<file path="src/hw/rtl/qwsp_ram.sv">
module qwsp_ram #(
  parameter int WIDTH = 8,
  parameter int DEPTH = 4
) (
  input  logic                                         clk,
  input  logic                                         we,
  input  logic [((DEPTH > 1) ? $clog2(DEPTH) : 1)-1:0] waddr,
  input  logic [WIDTH-1:0]                             wdata,
  input  logic [((DEPTH > 1) ? $clog2(DEPTH) : 1)-1:0] raddr,
  output logic [WIDTH-1:0]                             rdata
);

  logic [WIDTH-1:0] mem [DEPTH];

  always_ff @(posedge clk) begin
    if (we) begin
      mem[waddr] <= wdata;
    end
    rdata <= mem[raddr];
  end

endmodule

</file>
<file path="config.mk">
export PLATFORM = sky130hd
export DESIGN_NAME = qwsp_ram
export DESIGN_NICKNAME = d
export VERILOG_FILES = /design/src/hw/rtl/qwsp_ram.sv
export SDC_FILE = /design/constraint.sdc
export NUM_CORES = 1
export LEC_CHECK = 0
export BUFFER_PORTS_ARGS = -buffer_cell sky130_fd_sc_hd__buf_2
export CAP_MARGIN = 20
export CORE_MARGIN = 2
export CORE_UTILIZATION = 35
export CTS_BUF_LIST = sky130_fd_sc_hd__clkbuf_8
export DETAILED_ROUTE_END_ITERATION = 8
export PLACE_DENSITY_LB_ADDON = 0.15
export SLEW_MARGIN = 20
export SYNTH_ARGS = -nofsm -noshare
export SYNTH_HDL_FRONTEND = slang
export SYNTH_SLANG_ARGS = --single-unit
</file>
<file path="constraint.sdc">
create_clock -name clk -period 2.8 [get_ports clk]
set_input_delay 0.14 -clock clk [delete_from_list [all_inputs] [get_ports clk]]
set_output_delay 0.14 -clock clk [all_outputs]
set_load 0.01 [all_outputs]
</file>
==> out/qor.csv, run 1 <==
stage;metric;value;unit
floorplan;coreArea;0.003689;mm^2
critical_path;worstPathMaxFanout;1;
timing;timing.final.crit_share;34.67;%
detailed_routing;vias;605;
clocking;clkTransAtPathRegs;70;ps
synth;synth_area;0.001349;mm^2
cells_and_area;diodes;0;
critical_path;worstPathRequired;2950;ps
floorplan;die_area;0.004367;mm^2
critical_path;critical_path.endpoint_type;flop;
status;status;finished clean;
floorplan;rows;22;
global_routing;grt_max_degree;12;
critical_path;worst-setup-path-type;flop to flop;
power_and_ir_drop;leakage;0.5732;nW
global_routing;grt_use_total;10.85;%
timing;relSlewSlack;70.83;%
global_routing;grt-ovfl-total;0;
timing;fmax;1030;MHz
power_and_ir_drop;power_density;691.4;mW/mm^2
detailed_routing;vias_per_cell;4.654;
detailed_routing;drt-initial-drc-count;18;
clocking;cts_buffers;5;
critical_path;crit_family;multiplexers;
cells_and_area;fin_cells;130;
placed_design;port_buffers;21;
clocking;cts_hold_buf;0;
critical_path;crit_slowest_cell;mux4_2;
cells_and_area;fillers;350;
timing;drv_slew;0;
timing;rsz0062_at_grt;false;
timing;finalSetupTns;0;ps
hold_path;min_path_type;input port to flop;
synth;postSynthAreaPerCell;24.98;um^2
clocking;cts_root_buf;clkbuf_8;
placed_design;place.gp.congestion;0.6403;
clocking;clockBufferDepth;2;
floorplan;die_y;66.08;um
detailed_routing;wl_per_cell;15.58;um
critical_path;critPathLaunchType;flop;
critical_path;worstPathArrival;1130;ps
clocking;cts_setup_buffers;0;
global_routing;antenna_found_initial;0;
global_routing;grt_pass1_wl;3.153;mm
synth;synth.distinct_cells;8;
timing;fin_skew;4.389;ps
synth;syn_inst;54;
detailed_routing;firstDrtPassIters;2;
timing;period_minus_slack;970.7;ps
timing;hold_violations;0;
detailed_routing;drc;0;
clocking;clk_latency;280;ps
cells_and_area;drive_gt1_share;42.68;%
cells_and_area;layout.nets;95;
clocking;post_cts_resized;0;
detailed_routing;ant_nets;0;
placed_design;dp.cells;122;
clocking;cts_tree;yes;
floorplan;io_pins;22;
timing;worstMarginPinSlew;437.6;ps
floorplan;start_util;36.57;%
floorplan;chipWidth;66.08;um
clocking;htree_num_levels;2;
synth;synth-seq-cells;40;
synth;ys_seq_area_share;83.12;%
critical_path;path_cells;mux4_2;
cells_and_area;area_growth_syn_to_layout;17.53;%
critical_path;slowest_delay;480;ps
detailed_routing;wl;2.026;mm
global_routing;grt_pass1_vias;602;
run;drv_cap;0;
power_and_ir_drop;ir_drop;0.3223;mV
synth;yosysWarnings;0;
critical_path;cp.buffers_inverters;0;
timing;setup_violations;0;
clocking;cts_sinks;40;
synth;synth_nets;68;
-- report_power, final --
part / internal [mW] / total, mW / switching (mW)
clock network: 0.166 / 0.346 / 0.180
registers: 0.677 / 0.684 / 0.00670
logic: 0.0329 / 0.0665 / 0.0335
total: 0.876 / 1.10 / 0.220
-- path summary, 6_finish.rpt --
check	cells past startpoint	start	slack (ps)	end
worst min register to register	1	mem[3][6]	560	rdata[6]
worst max register to register	1	mem[2][2]	1830	rdata[2]
worst max-delay path	1	mem[2][2]	1830	rdata[2]
worst min-delay path	1	wdata[6]	70	mem[1][6]
-- registers in the layout, summed over array words and instances, names as in the netlist --
name / flops
mem: 32
rdata: 8
-- logic make-up (layout without fill, tap and decap cells) --
| family | after synthesis | count (layout) | synth area share (%) |
|---|---|---|---|
| buf+inv | 2 | 30 | 1.206 |
| mux | 8 | 8 | 13.36 |
| simple gates | 4 | 4 | 2.320 |
| flops | 40 | 40 | 83.12 |
-- cells in the mapped netlist --
| master | instances | area, um^2 |
|---|---|---|
| and3_1 | 1 | 6.260 |
| and3b_1 | 2 | 17.52 |
| buf_6 | 1 | 11.26 |
| clkbuf_2 | 1 | 5.000 |
| dfxtp_1 | 8 | 160.2 |
| edfxtp_1 | 32 | 960.9 |
| mux4_2 | 8 | 180.2 |
| nor3b_1 | 1 | 7.510 |
-- per-layer routing --
metal,track usage [%],vias up,wire (um)
li1,-,274,-
met1,12.21,309,897
met2,16.88,16,993
met3,5.622,6,92
met4,5.357,0,43
met5,0,-,0
-- final cells by class --
class / count / area [um^2] / share of cell area, %
sequential: 40 / 1121 / 70.72
multi-input combinational: 12 / 211.5 / 13.34
timing repair buffer: 22 / 112.6 / 7.103
clock buffer: 5 / 68.82 / 4.341
tap: 48 / 60.06 / 3.788
clock inverter: 3 / 11.26 / 0.7103
-- through the flow --
step / hold slack [ps] / util, % / worst slack, ps / power, mW / area [um^2]
2_1_floorplan: 238.9 / - / 1596 / 0.7333 / 1349
6_report: 71.72 / 42.98 / 1829 / 1.096 / 1585
5_1_grt: 60.46 / 42.98 / 1794 / 1.147 / 1585
3_3_place_gp: 357.1 / 40.81 / 1667 / 0.7641 / 1505
4_1_cts: 63.46 / 42.98 / 1828 / 1.112 / 1585
3_5_place_dp: 362.3 / 40.81 / 1666 / 0.7665 / 1505
-- placed cells by master (no fill, tap or decap) --
cell type and count:
nor3b_1 1, and3_1 1, inv_1 3, and3b_1 2
buf_4 1, edfxtp_1 32, buf_2 21, mux4_2 8
clkbuf_8 5, dfxtp_1 8
Power figures use the tool's default switching activity.
==> run 2, diff against run 1 <==
- clock period: 2.8 -> 1 ns (I/O delays scaled with it)
==> out/qor.csv, run 2 (synthesis results as in run 1) <==
stage;metric;value;unit;change
status;status;finished clean;;unchanged
cells_and_area;diodes;0;;unchanged
clocking;cts_root_buf;clkbuf_8;;unchanged
detailed_routing;wl;2.076;mm;was 2.026 mm
clocking;clockBufferDepth;2;;unchanged
timing;relSlewSlack;85.76;%;was 70.83%
timing;fin_skew;6.443;ps;was 4.389 ps
run;drv_cap;0;;unchanged
floorplan;rows;22;;unchanged
cells_and_area;utilization;47.46;%;was 42.98%
clocking;cts_setup_buffers;0;;unchanged
critical_path;crit_family;multiplexers;;unchanged
clocking;cts_tree;yes;;unchanged
placed_design;placed_area;0.001590;mm^2;was 0.001505 mm^2
critical_path;worstPathMaxFanout;1;;unchanged
critical_path;worst-setup-path-type;flop to flop;;unchanged
cells_and_area;seqCellArea;0.001121;mm^2;unchanged
critical_path;cp.buffers_inverters;0;;unchanged
critical_path;worstPathRequired;1150;ps;was 2950 ps
global_routing;grt_pass1_wl;3.401;mm;was 3.153 mm
detailed_routing;firstDrtPassIters;4;;was 2
timing;drv_slew;0;;unchanged
timing;timing.final.crit_share;96.47;%;was 34.67%
timing;hold_slack;197.9;ps;was 71.72 ps
critical_path;critical_path.endpoint_type;flop;;unchanged
clocking;clkTransAtPathRegs;70;ps;about the same
hold_path;min_path_type;input port to flop;;unchanged
timing;period_minus_slack;964.7;ps;was 970.7 ps
cells_and_area;area_growth_syn_to_layout;29.78;%;was 17.53%
cells_and_area;final_cell_mix;edfxtp_1 (32), buf_2 (21), mux4_2 (8), dlygate4sd3_1 (8), dfxtp_1 (8);;was edfxtp_1 (32), buf_2 (21), mux4_2 (8), dfxtp_1 (8), clkbuf_8 (5)
cells_and_area;final_area;0.001750;mm^2;was 0.001585 mm^2
power_and_ir_drop;leakage;0.6394;nW;was 0.5732 nW
detailed_routing;drt-initial-drc-count;38;;was 18
cells_and_area;top_register;mem;;unchanged
floorplan;start_util;36.57;%;unchanged
floorplan;io_pins;22;;unchanged
detailed_routing;vias_per_cell;4.570;;was 4.654
timing;finalSetupTns;0;ps;unchanged
floorplan;die_area;0.004367;mm^2;unchanged
clocking;post_cts_resized;0;;unchanged
critical_path;critPathLaunchType;flop;;unchanged
floorplan;chipWidth;66.08;um;unchanged
timing;rsz0062_at_grt;true;;was false
critical_path;slowest_delay;480;ps;about the same
critical_path;worstPathArrival;1120;ps;was 1130 ps
power_and_ir_drop;power_density;1781;mW/mm^2;was 691.4 mW/mm^2
clocking;cts_sinks;40;;unchanged
clocking;cts_buffers;5;;unchanged
critical_path;crit_slowest_cell;mux4_2;;unchanged
global_routing;antenna_found_initial;0;;unchanged
placed_design;port_buffers;21;;unchanged
cells_and_area;multi_input_area;216.5;um^2;was 211.5 um^2
cells_and_area;fin_cells;142;;was 130
placed_design;place.gp.congestion;0.6197;;was 0.6403
placed_design;dp.cells;126;;was 122
timing;worstMarginPinSlew;213.6;ps;was 437.6 ps
floorplan;die_y;66.08;um;unchanged
power_and_ir_drop;ir_drop;0.7124;mV;was 0.3223 mV
timing;fmax;1037;MHz;was 1030 MHz
cells_and_area;fillers;328;;was 350
cells_and_area;drive_gt1_share;42.55;%;was 42.68%
critical_path;path_cells;mux4_2;;unchanged
global_routing;grt-ovfl-total;0;;unchanged
timing;hold_violations;0;;unchanged
floorplan;coreArea;0.003689;mm^2;unchanged
clocking;htree_num_levels;2;;unchanged
cells_and_area;top_regs;mem x32, rdata x8;;unchanged
cells_and_area;layout.nets;107;;was 95
cells_and_area;final_common_cell;edfxtp_1;;unchanged
detailed_routing;vias;649;;was 605
detailed_routing;wl_per_cell;14.62;um;was 15.58 um
detailed_routing;drc;0;;unchanged
cells_and_area;largest_reg_flops;32;;unchanged
global_routing;grt_pass1_vias;655;;was 602
detailed_routing;ant_nets;0;;unchanged
clocking;clk_latency;280;ps;about the same
global_routing;grt_use_total;11.80;%;was 10.85%
timing;setup_violations;0;;unchanged
global_routing;grt_max_degree;12;;unchanged
[run 2: changes by cell type in the layout (fill, tap and decap cells not counted)]
cell,delta
buf_12,+4
clkinv_1,+1
dlygate4sd3_1,+8
inv_1,-1
nor3b_1,-1
nor3b_2,+1
[run 2: final timing paths]
check                           endpoint  slack, ps  cells after the start       from
worst max register to register  rdata[5]         40                      1  mem[3][5]
worst max-delay path            rdata[5]         40                      1  mem[3][5]
worst min register to register  rdata[2]        560                      1  mem[2][2]
worst min-delay path            rdata[7]        200                      2   raddr[1]
[run 2: area by class of cell]
class	instances	share of cell area [%]
clock buffer	5	3.931
clock inverter	3	0.6433
multi-input combinational	12	12.37
sequential	40	64.05
tap	48	3.431
timing repair buffer	34	15.58
[run 2: repair_timing]
| action | in CTS | in global routing |
|---|---|---|
| endpoints found under the hold margin | 32 | 0 |
| hold buffers | 8 | 0 |
| endpoints found under the setup margin | 0 | 1 |
[run 2: per-layer routing]
| layer | vias up | track usage (%) | share of wire (%) |
|---|---|---|---|
| met3 | 7 | 4.259 | 5.3 |
| met2 | 19 | 17.13 | 49 |
| met5 | - | 0 | 0 |
| li1 | 297 | - | - |
| met1 | 326 | 14.46 | 43 |
| met4 | 0 | 8.418 | 2.7 |
[run 2: power by group]
group	switching, mW	internal, mW	leakage (nW)
clock	0.496	0.464	0.0482
sequential	0.0193	1.90	0.361
combinational	0.102	0.139	0.230
total	0.617	2.50	0.639
[run 2: stage by stage]
stage               total power [mW]  setup slack (ps)
global route                   3.264            -6.566
floorplan                      2.054             91.18
CTS                            3.162             14.61
finish                         3.117             35.28
detailed placement             2.178             23.60
global placement               2.171             70.27
