==> src/hw/rtl/qwsp_pkg.sv <==
package qwsp_pkg;

  localparam int NUM_WHEELS = 4;
  localparam int DRIVE_MAX  = 180;
  localparam int WA_W       = (NUM_WHEELS > 1) ? $clog2(NUM_WHEELS) : 1;

  // feedforward 0.0535*s^2 + 17.8*s + 92.9 in Q16.16, s in Q8.8
  localparam int FF_A     = 3506;
  localparam int FF_B     = 4557;
  localparam int FF_C     = 6088294;
  // 8 eighths * 1000 ms * 256 (Q8.8)
  localparam int SPEED_K  = 2048000;
  localparam int MS_PER_S = 1000;

  // ceil(2^38 / 1000): exact quotient by 1000 for any 32-bit operand
  localparam int RECIP_1000 = 274877907;
  localparam int RECIP_SH   = 38;

  localparam int DIV_MW = 58;          // numerator magnitude bits
  localparam int DIV_NW = DIV_MW + 1;  // signed numerator
  localparam int DEN_W  = 26;          // ticks_per_meter_eighths * elapsed_ms
  localparam int TOT_W  = 60;          // Q16.16 drive accumulator

  localparam int IN_W  = 32;
  localparam int OUT_W = 64;
  localparam int CFG_W = 16;
  localparam int IDX_W = 3;

  typedef enum logic [IDX_W-1:0] {
    REG_GAIN_P,
    REG_GAIN_I,
    REG_GAIN_D,
    REG_TPM,
    REG_INVERT
  } cfg_reg_t;

  typedef enum logic [3:0] {
    ST_IDLE,
    ST_LOAD,
    ST_MUL1,
    ST_DIVS,
    ST_SPEED,
    ST_MUL2,
    ST_MUL3,
    ST_IRA,
    ST_IRB,
    ST_IRC,
    ST_IADD,
    ST_DIVD,
    ST_DONE
  } state_t;

  typedef struct packed {
    logic signed [31:0] error_sum;
    logic signed [23:0] last_error;
    logic [1:0]         pin_history;
    logic [31:0]        ticks_at_last;
    logic [31:0]        ticks;
  } wheel_state_t;

  // quadrature transition: index is {old B, old A, new B, new A}
  function automatic logic signed [1:0] quad_step(input logic [3:0] idx);
    logic signed [1:0] s;
    unique case (idx)
      4'd1, 4'd7, 4'd8, 4'd14: s = 2'sd1;
      4'd2, 4'd4, 4'd11, 4'd13: s = -2'sd1;
      default: s = 2'sd0;
    endcase
    return s;
  endfunction

endpackage

==> src/hw/rtl/qwsp_div.sv <==
module qwsp_div (
  input  logic                                  clk,
  input  logic                                  rst,
  input  logic                                  start,
  input  logic signed [qwsp_pkg::DIV_NW-1:0]    num,
  input  logic [qwsp_pkg::DEN_W-1:0]            den,
  output logic                                  done,
  output logic signed [qwsp_pkg::DIV_NW-1:0]    quo
);
  import qwsp_pkg::*;

  localparam int CNT_W = $clog2(DIV_MW + 1);

  logic [DIV_MW-1:0] acc;
  logic [DEN_W-1:0]  rem;
  logic [DEN_W-1:0]  dvs;
  logic              neg;
  logic              busy;
  logic [CNT_W-1:0]  cnt;
  logic [DIV_NW-1:0] mag;
  logic [DEN_W:0]    shifted;
  logic [DEN_W:0]    trial;

  assign mag     = num[DIV_NW-1] ? DIV_NW'(-num) : DIV_NW'(num);
  assign shifted = {rem, acc[DIV_MW-1]};
  assign trial   = shifted - {1'b0, dvs};
  assign quo     = neg ? -$signed({1'b0, acc}) : $signed({1'b0, acc});

  always_ff @(posedge clk) begin
    if (rst) begin
      busy <= 1'b0;
      done <= 1'b0;
      cnt  <= '0;
    end else begin
      done <= 1'b0;
      if (start) begin
        busy <= 1'b1;
        cnt  <= '0;
      end else if (busy) begin
        cnt <= cnt + 1'b1;
        if (cnt == CNT_W'(DIV_MW - 1)) begin
          busy <= 1'b0;
          done <= 1'b1;
        end
      end
    end
  end

  // restoring division on magnitudes, one quotient bit a cycle
  always_ff @(posedge clk) begin
    if (start) begin
      acc <= mag[DIV_MW-1:0];
      rem <= '0;
      dvs <= den;
      neg <= num[DIV_NW-1];
    end else if (busy) begin
      acc <= {acc[DIV_MW-2:0], ~trial[DEN_W]};
      rem <= trial[DEN_W] ? shifted[DEN_W-1:0] : trial[DEN_W-1:0];
    end
  end

endmodule

==> config.mk <==
export PLATFORM = sky130hd
export DESIGN_NAME = qwsp_div
export DESIGN_NICKNAME = d
export VERILOG_FILES = /design/src/hw/rtl/qwsp_pkg.sv /design/src/hw/rtl/qwsp_div.sv
export SDC_FILE = /design/constraint.sdc
export NUM_CORES = 1
export LEC_CHECK = 0
export CORE_MARGIN = 3
export CORE_UTILIZATION = 44
export CTS_BUF_LIST = sky130_fd_sc_hd__clkbuf_4 sky130_fd_sc_hd__clkbuf_8
export DETAILED_ROUTE_END_ITERATION = 6
export DONT_BUFFER_PORTS = 1
export SYNTH_ARGS = -nofsm -noshare
export SYNTH_HDL_FRONTEND = slang
export SYNTH_SLANG_ARGS = --single-unit
export TNS_END_PERCENT = 10
==> constraint.sdc <==
create_clock -name clk -period 4.42 [get_ports clk]
set_input_delay 0.221 -clock clk [delete_from_list [all_inputs] [get_ports clk]]
set_output_delay 0.221 -clock clk [all_outputs]
set_load 0.005 [all_outputs]
==> flow_metrics.py, run 1 <==
metrics = {
    "timing": {
        "hold_slack_ns": 0.04469,
        "timing.fmax_mhz": 249.1,
        "tns_ns": 0,
        "setup_ws_ns": 0.4056,
        "period_minus_slack_ns": 4.014,
        "rsz0062_at_grt": "false",
        "drv_slew": 0,
        "finClkSkew_ns": 0.01529,
        "setup_viol": 0,
        "worstMarginPinSlew_ns": 0.9164,
        "hold_viol_final": 0,
        "period_share_pct": 90.82,
        "maxSlewHeadroom_pct": 38.82,
    },
    "route": {
        "drt_pass1_iterations": 5,
        "routed_wl_mm": 22.53,
        "num_vias": 7152,
        "drc": 0,
        "vias_per_cell": 5.631,
        "drtIter0Drc": 456,
        "routedWlPerCell_um": 17.74,
        "ant_nets": 0,
    },
    "clocking": {
        "clock-root-buffer": "clkbuf_8",
        "clock_sinks": 119,
        "clock_latency_ns": 0.44,
        "cts_buffer_depth": 2,
        "htreeDepth": 4,
        "numCtsBuffers": 17,
        "cts_tree": "done",
        "path_clk_slew_ns": 0.08,
    },
    "floorplan": {
        "die_area_um2": 21110,
        "die_h_um": 145.3,
        "initial_utilization_pct": 45.19,
        "dieWidth_um": 145.3,
        "row_count": 50,
        "core_area_um2": 18890,
        "boundaryPins": 148,
    },
    "placement": {
        "placed_area_um2": 8775,
        "dpl.cell_count": 1204,
        "place.gp.congestion": 0.8429,
        "port_buffers": 0,
        "dp_hpwl_mm": 15.68,
        "dp_slack_ns": 0.3749,
    },
    "synth": {
        "syn_area_um2": 8538,
        "synthTopCellsByArea": "edfxtp_1 30%, dfxtp_1 8.0%, xor2_1 7.2%, xnor2_1 7.1%, a21oi_1 4.8%",
        "synth_most_common_cell": "nor2_1",
        "synth_cell_type_count": 63,
        "netlist.area_leader.share_pct": 29.89,
        "yosys_warnings": 0,
        "ys_ff_latch": 119,
        "synth-edff-count": 85,
        "avgSynthCellArea_um2": 8.766,
        "synth_top_area_cell": "edfxtp_1",
        "synthFlopType": "edfxtp_1",
        "async_flop_share_pct": 0,
        "synth.top_cells.by_count": "104 x nor2_1, 103 x nand2_1, 85 x edfxtp_1",
        "synth_seq_area_share_pct": 37.87,
        "postSynthCellCount": 974,
        "syn_nets": 1093,
    },
    "setup_path": {
        "endpoint_kind": "register",
        "cp.arrival_ns": 4.36,
        "cp-start-kind": "register",
        "required_ns": 4.77,
        "path_class": "reg -> reg",
        "critPathMaxFanout": 9,
        "reg2regPathDepth": 14,
    },
    "global_routing": {
        "grt_start_max_net_pins": 80,
        "grt_pass1_wl_mm": 36.61,
        "first_global_vias": 6868,
        "antenna_found_initial": 0,
        "gr-usage-all-layers_pct": 21.24,
        "grt-ovfl-total": 0,
    },
    "pwr": {
        "pwr_density_cell_nw_per_um2": 342.3,
        "pwr-share-seq_pct": 43.9,
        "power_frac_comb_pct": 22.6,
        "p_clk_share_pct": 33.4,
        "p_switching_mw": 0.9773,
        "max-vdd-ir-drop_mv": 0.1585,
        "p_leak_nw": 3.507,
        "power.total_mw": 3.276,
        "p_int_mw": 2.298,
        "p_sw_share_pct": 29.84,
    },
    "layout": {
        "diodes": 0,
        "stdcell_count": 1270,
        "multi_input_area_um2": 4972,
        "num-nets-final": 1116,
        "nFillCells": 1840,
        "drive_gt1_share_pct": 7.030,
        "synthToLayoutAreaGrowth_pct": 12.08,
        "post-route-util_pct": 50.65,
        "ff_latch_area_um2": 3233,
        "stdcell_area_um2": 9569,
    },
    "hold_path": {
        "hold_path.class": "in -> reg",
        "whs_path_depth": 2,
    },
    "run_status": {
        "status": "finished clean",
    },
    "run": {
        "cap_violations": 0,
    },
}
-- critical path, stage by stage (launching register included) --
cell and delay, ns:
edfxtp_1 0.43, inv_1 0.11, ha_1 0.17, inv_1 0.06, fa_1 0.42, a211oi_1 0.42
o211ai_1 0.24, nand2_1 0.16, o221ai_1 0.19, a21oi_1 0.30, a41o_1 0.41, xnor2_2 0.21
buf_4 0.21, or3_1 0.33, a311oi_1 0.25
-- final timing paths --
path / start / end / slack, ns
worst min-delay path: rst / cnt[2]$_SDFFE_PP0P_ / 0.04
worst max register to register: acc[57]$_DFFE_PP_ / rem[4]$_SDFFE_PP0P_ / 0.41
worst min register to register: cnt[5]$_SDFFE_PP0P_ / cnt[5]$_SDFFE_PP0P_ / 0.50
worst max-delay path: acc[57]$_DFFE_PP_ / rem[4]$_SDFFE_PP0P_ / 0.41
-- what timing repair did --
item | in CTS | in global routing
buffers inserted | 0 | 0
hold buffers | 33 | 1
gates resized for setup | 0 | 1
endpoints found under the hold margin | 107 | 3
setup endpoints to repair | 0 | 6
-- registers in the layout (all words and copies together) (netlist names) --
register  cells
rem          26
busy          1
neg           1
cnt           6
dvs          26
done          1
acc          58
-- placed cells by master, fill, tap and decap left out, drive strengths merged, types with 5 or more instances in the layout --
cell type,netlist,routed
nor2,104,104
nand2,103,103
edfxtp,85,85
a21oi,84,84
xor2,70,70
xnor2,69,69
o21ai,55,55
inv,46,47
dfxtp,34,34
dlygate4sd3,0,33
ha,30,30
o31ai,24,24
or3,23,23
nor3,22,22
clkbuf,33,22
a311oi,16,16
o41ai,15,15
nand3,13,13
or4,13,13
nor4,12,12
nand2b,11,11
buf,7,11
a211oi,10,10
mux2,9,9
mux2i,9,9
a21o,9,9
nand4,7,7
or2,6,6
o21a,6,6
and3,6,6
clkinv,1,6
nor3b,5,5
-- power groups by stage --
stage	Sequential, mW	Clock, mW	Combinational (mW)
finish	1.44	1.10	0.742
global route	1.46	1.17	0.835
CTS	1.44	1.13	0.741
detailed placement	1.46	0	0.695
global placement	1.46	0	0.691
floorplan	1.42	0	0.586
-- cell type report --
| cell class | count | share of cell area [%] |
|---|---|---|
| tap | 260 | 3.400 |
| clock buffer | 22 | 2.903 |
| sequential | 119 | 33.79 |
| timing repair buffer | 44 | 4.524 |
| clock inverter | 10 | 1.582 |
| inverter | 47 | 1.844 |
| multi-input combinational | 768 | 51.96 |
-- metal layers --
| metal | global-route usage [%] | wire (um) | vias to the layer above |
|---|---|---|---|
| li1 | - | - | 3559 |
| met1 | 28.00 | 10090 | 3350 |
| met2 | 34.75 | 10640 | 213 |
| met3 | 4.528 | 1323 | 30 |
| met4 | 7.407 | 478 | 0 |
| met5 | 0 | 0 | - |
-- cells by family (layout without fill, tap and decap cells) --
group | Yosys count | after routing | share of synthesized area [%]
AO/OA/AOI/OAI | 243 | 243 | 18.19
XOR/XNOR | 139 | 139 | 14.26
multiplexers | 18 | 18 | 2.242
adder cells (fa/ha/maj) | 31 | 31 | 4.631
AND/OR/NAND/NOR | 337 | 337 | 18.74
flip-flops | 119 | 119 | 37.87
buffers and inverters | 87 | 123 | 4.074
(Power assumes the default switching activity.)
==> run 2: changes to the inputs <==
- clock period: 4.42 -> 4.14 ns (I/O delays scaled with it)
==> flow_metrics.py, run 2 (same netlist as run 1, synthesis figures left out) <==
metrics = {
    "layout": {
        "top_register": "acc",
        "stdcell_count": 1270,
        "final_common_cell": "nor2_1",
        "num-nets-final": 1116,
        "diodes": 0,
        "reg.largest.list": "acc (58), dvs (26), rem (26)",
        "final_cell_mix": "104 x nor2_1, 103 x nand2_1, 85 x edfxtp_1, 82 x a21oi_1, 70 x xor2_1",
        "largest_reg_flops": 58,
        "drive_gt1_share_pct": 7.030,
        "synthToLayoutAreaGrowth_pct": 12.34,
    },
    "placement": {
        "dp_hpwl_mm": 15.58,
        "dpl.cell_count": 1204,
        "dp_slack_ns": 0.3837,
        "place.gp.congestion": 0.8586,
        "port_buffers": 0,
    },
    "timing": {
        "timing.fmax_mhz": 261.4,
        "hold_viol_final": 0,
        "maxSlewHeadroom_pct": 39.76,
        "drv_slew": 0,
        "rsz0062_at_grt": "false",
        "finClkSkew_ns": 0.01278,
        "setup_ws_ns": 0.3146,
        "tns_ns": 0,
        "period_minus_slack_ns": 3.825,
        "worstMarginPinSlew_ns": 0.9022,
        "setup_viol": 0,
        "period_share_pct": 92.40,
        "hold_slack_ns": 0.04587,
    },
    "setup_path": {
        "cp-start-kind": "register",
        "required_ns": 3.93,
        "cp.arrival_ns": 3.62,
        "path_class": "reg -> out",
        "critPathMaxFanout": 4,
        "endpoint_kind": "output pin",
    },
    "floorplan": {
        "row_count": 50,
        "die_h_um": 145.3,
        "core_area_um2": 18890,
        "initial_utilization_pct": 45.19,
        "dieWidth_um": 145.3,
        "boundaryPins": 148,
        "die_area_um2": 21110,
    },
    "global_routing": {
        "antenna_found_initial": 0,
        "gr-usage-all-layers_pct": 20.62,
        "grt_pass1_wl_mm": 35.65,
        "grt-ovfl-total": 0,
        "first_global_vias": 6656,
        "grt_start_max_net_pins": 115,
    },
    "clocking": {
        "clock_latency_ns": 0.44,
        "clock-root-buffer": "clkbuf_8",
        "cts_buffer_depth": 2,
        "clock_sinks": 119,
        "path_clk_slew_ns": 0.07,
        "cts_tree": "done",
        "numCtsBuffers": 17,
        "htreeDepth": 4,
    },
    "hold_path": {
        "hold_path.class": "in -> reg",
    },
    "pwr": {
        "max-vdd-ir-drop_mv": 0.2005,
        "pwr_density_cell_nw_per_um2": 366.2,
        "p_switching_mw": 1.067,
        "power.total_mw": 3.513,
        "p_clk_share_pct": 33.6,
        "p_leak_nw": 3.488,
        "p_sw_share_pct": 30.38,
        "p_int_mw": 2.445,
        "pwr-share-seq_pct": 43.8,
        "power_frac_comb_pct": 22.6,
    },
    "route": {
        "drtIter0Drc": 510,
        "routedWlPerCell_um": 17.47,
        "ant_nets": 0,
        "drc": 0,
        "num_vias": 7131,
        "routed_wl_mm": 22.19,
        "drt_pass1_iterations": 5,
        "vias_per_cell": 5.615,
    },
    "run": {
        "cap_violations": 0,
    },
    "run_status": {
        "status": "finished clean",
    },
}
-- run 2: cell types whose count changed in the layout (fill, tap and decap cells not counted), sizes merged --
cell and change:
buf +1, clkbuf -2, clkinv -2, clkinvlp +4
dlygate4sd3 -1
-- run 2: power by group through the flow --
stage | registers (mW) | clock network [mW] | logic (mW)
final | 1.54 | 1.18 | 0.794
after global placement | 1.56 | 0 | 0.735
after CTS | 1.54 | 1.21 | 0.797
after global routing | 1.56 | 1.26 | 0.885
after detailed placement | 1.56 | 0 | 0.736
after floorplan | 1.52 | 0 | 0.626
-- run 2: repair_timing --
item	in CTS	in global routing
gates resized for setup	0	2
setup buffers	0	0
endpoints found under the setup margin	0	2
hold endpoints to repair	136	0
hold buffers	34	0
-- run 2: worst paths after layout --
| path | to | slack, ns | cells past startpoint | start |
|---|---|---|---|---|
| worst min-delay path | acc[36]$_DFFE_PP_ | 0.05 | 2 | start |
| worst min register to register | cnt[5]$_SDFFE_PP0P_ | 0.50 | 2 | cnt[5]$_SDFFE_PP0P_ |
| worst max register to register | rem[3]$_SDFFE_PP0P_ | 0.42 | 14 | acc[57]$_DFFE_PP_ |
| worst max-delay path | quo[57] | 0.31 | 8 | acc[24]$_DFFE_PP_ |
-- run 2: critical path, cell delays in order (launching register included) --
cell	delay, ns
edfxtp_1	0.45
or4_1	0.56
or3_1	0.36
or4_1	0.49
o21ai_0	0.34
nand2_1	0.15
a21oi_1	0.37
nand2_1	0.21
xnor2_1	0.26
-- run 2: cell type report --
type | count | area, um^2
Clock buffer | 20 | 262.8
Clock inverter | 12 | 175.2
Fill cell | 1811 | 9301
Inverter | 47 | 176.4
Multi-Input combinational cell | 768 | 4976
Sequential cell | 119 | 3233
Tap cell | 260 | 325.3
Timing Repair Buffer | 44 | 442.9
-- run 2: through the flow --
stage / util, % / instance area (um^2)
after floorplan: - / 8538
after global routing: 50.77 / 9592
after CTS: 50.71 / 9580
final: 50.77 / 9592
after detailed placement: 46.44 / 8775
after global placement: 46.44 / 8775
-- run 2: per-layer routing --
metal  GRT usage (%)  up-vias  share of wire [%]
li1                -     3564                  -
met1           26.96     3328                 44
met2           33.84      208                 48
met3           5.528       31                6.6
met4           5.793        0                1.7
met5               0        -                  0
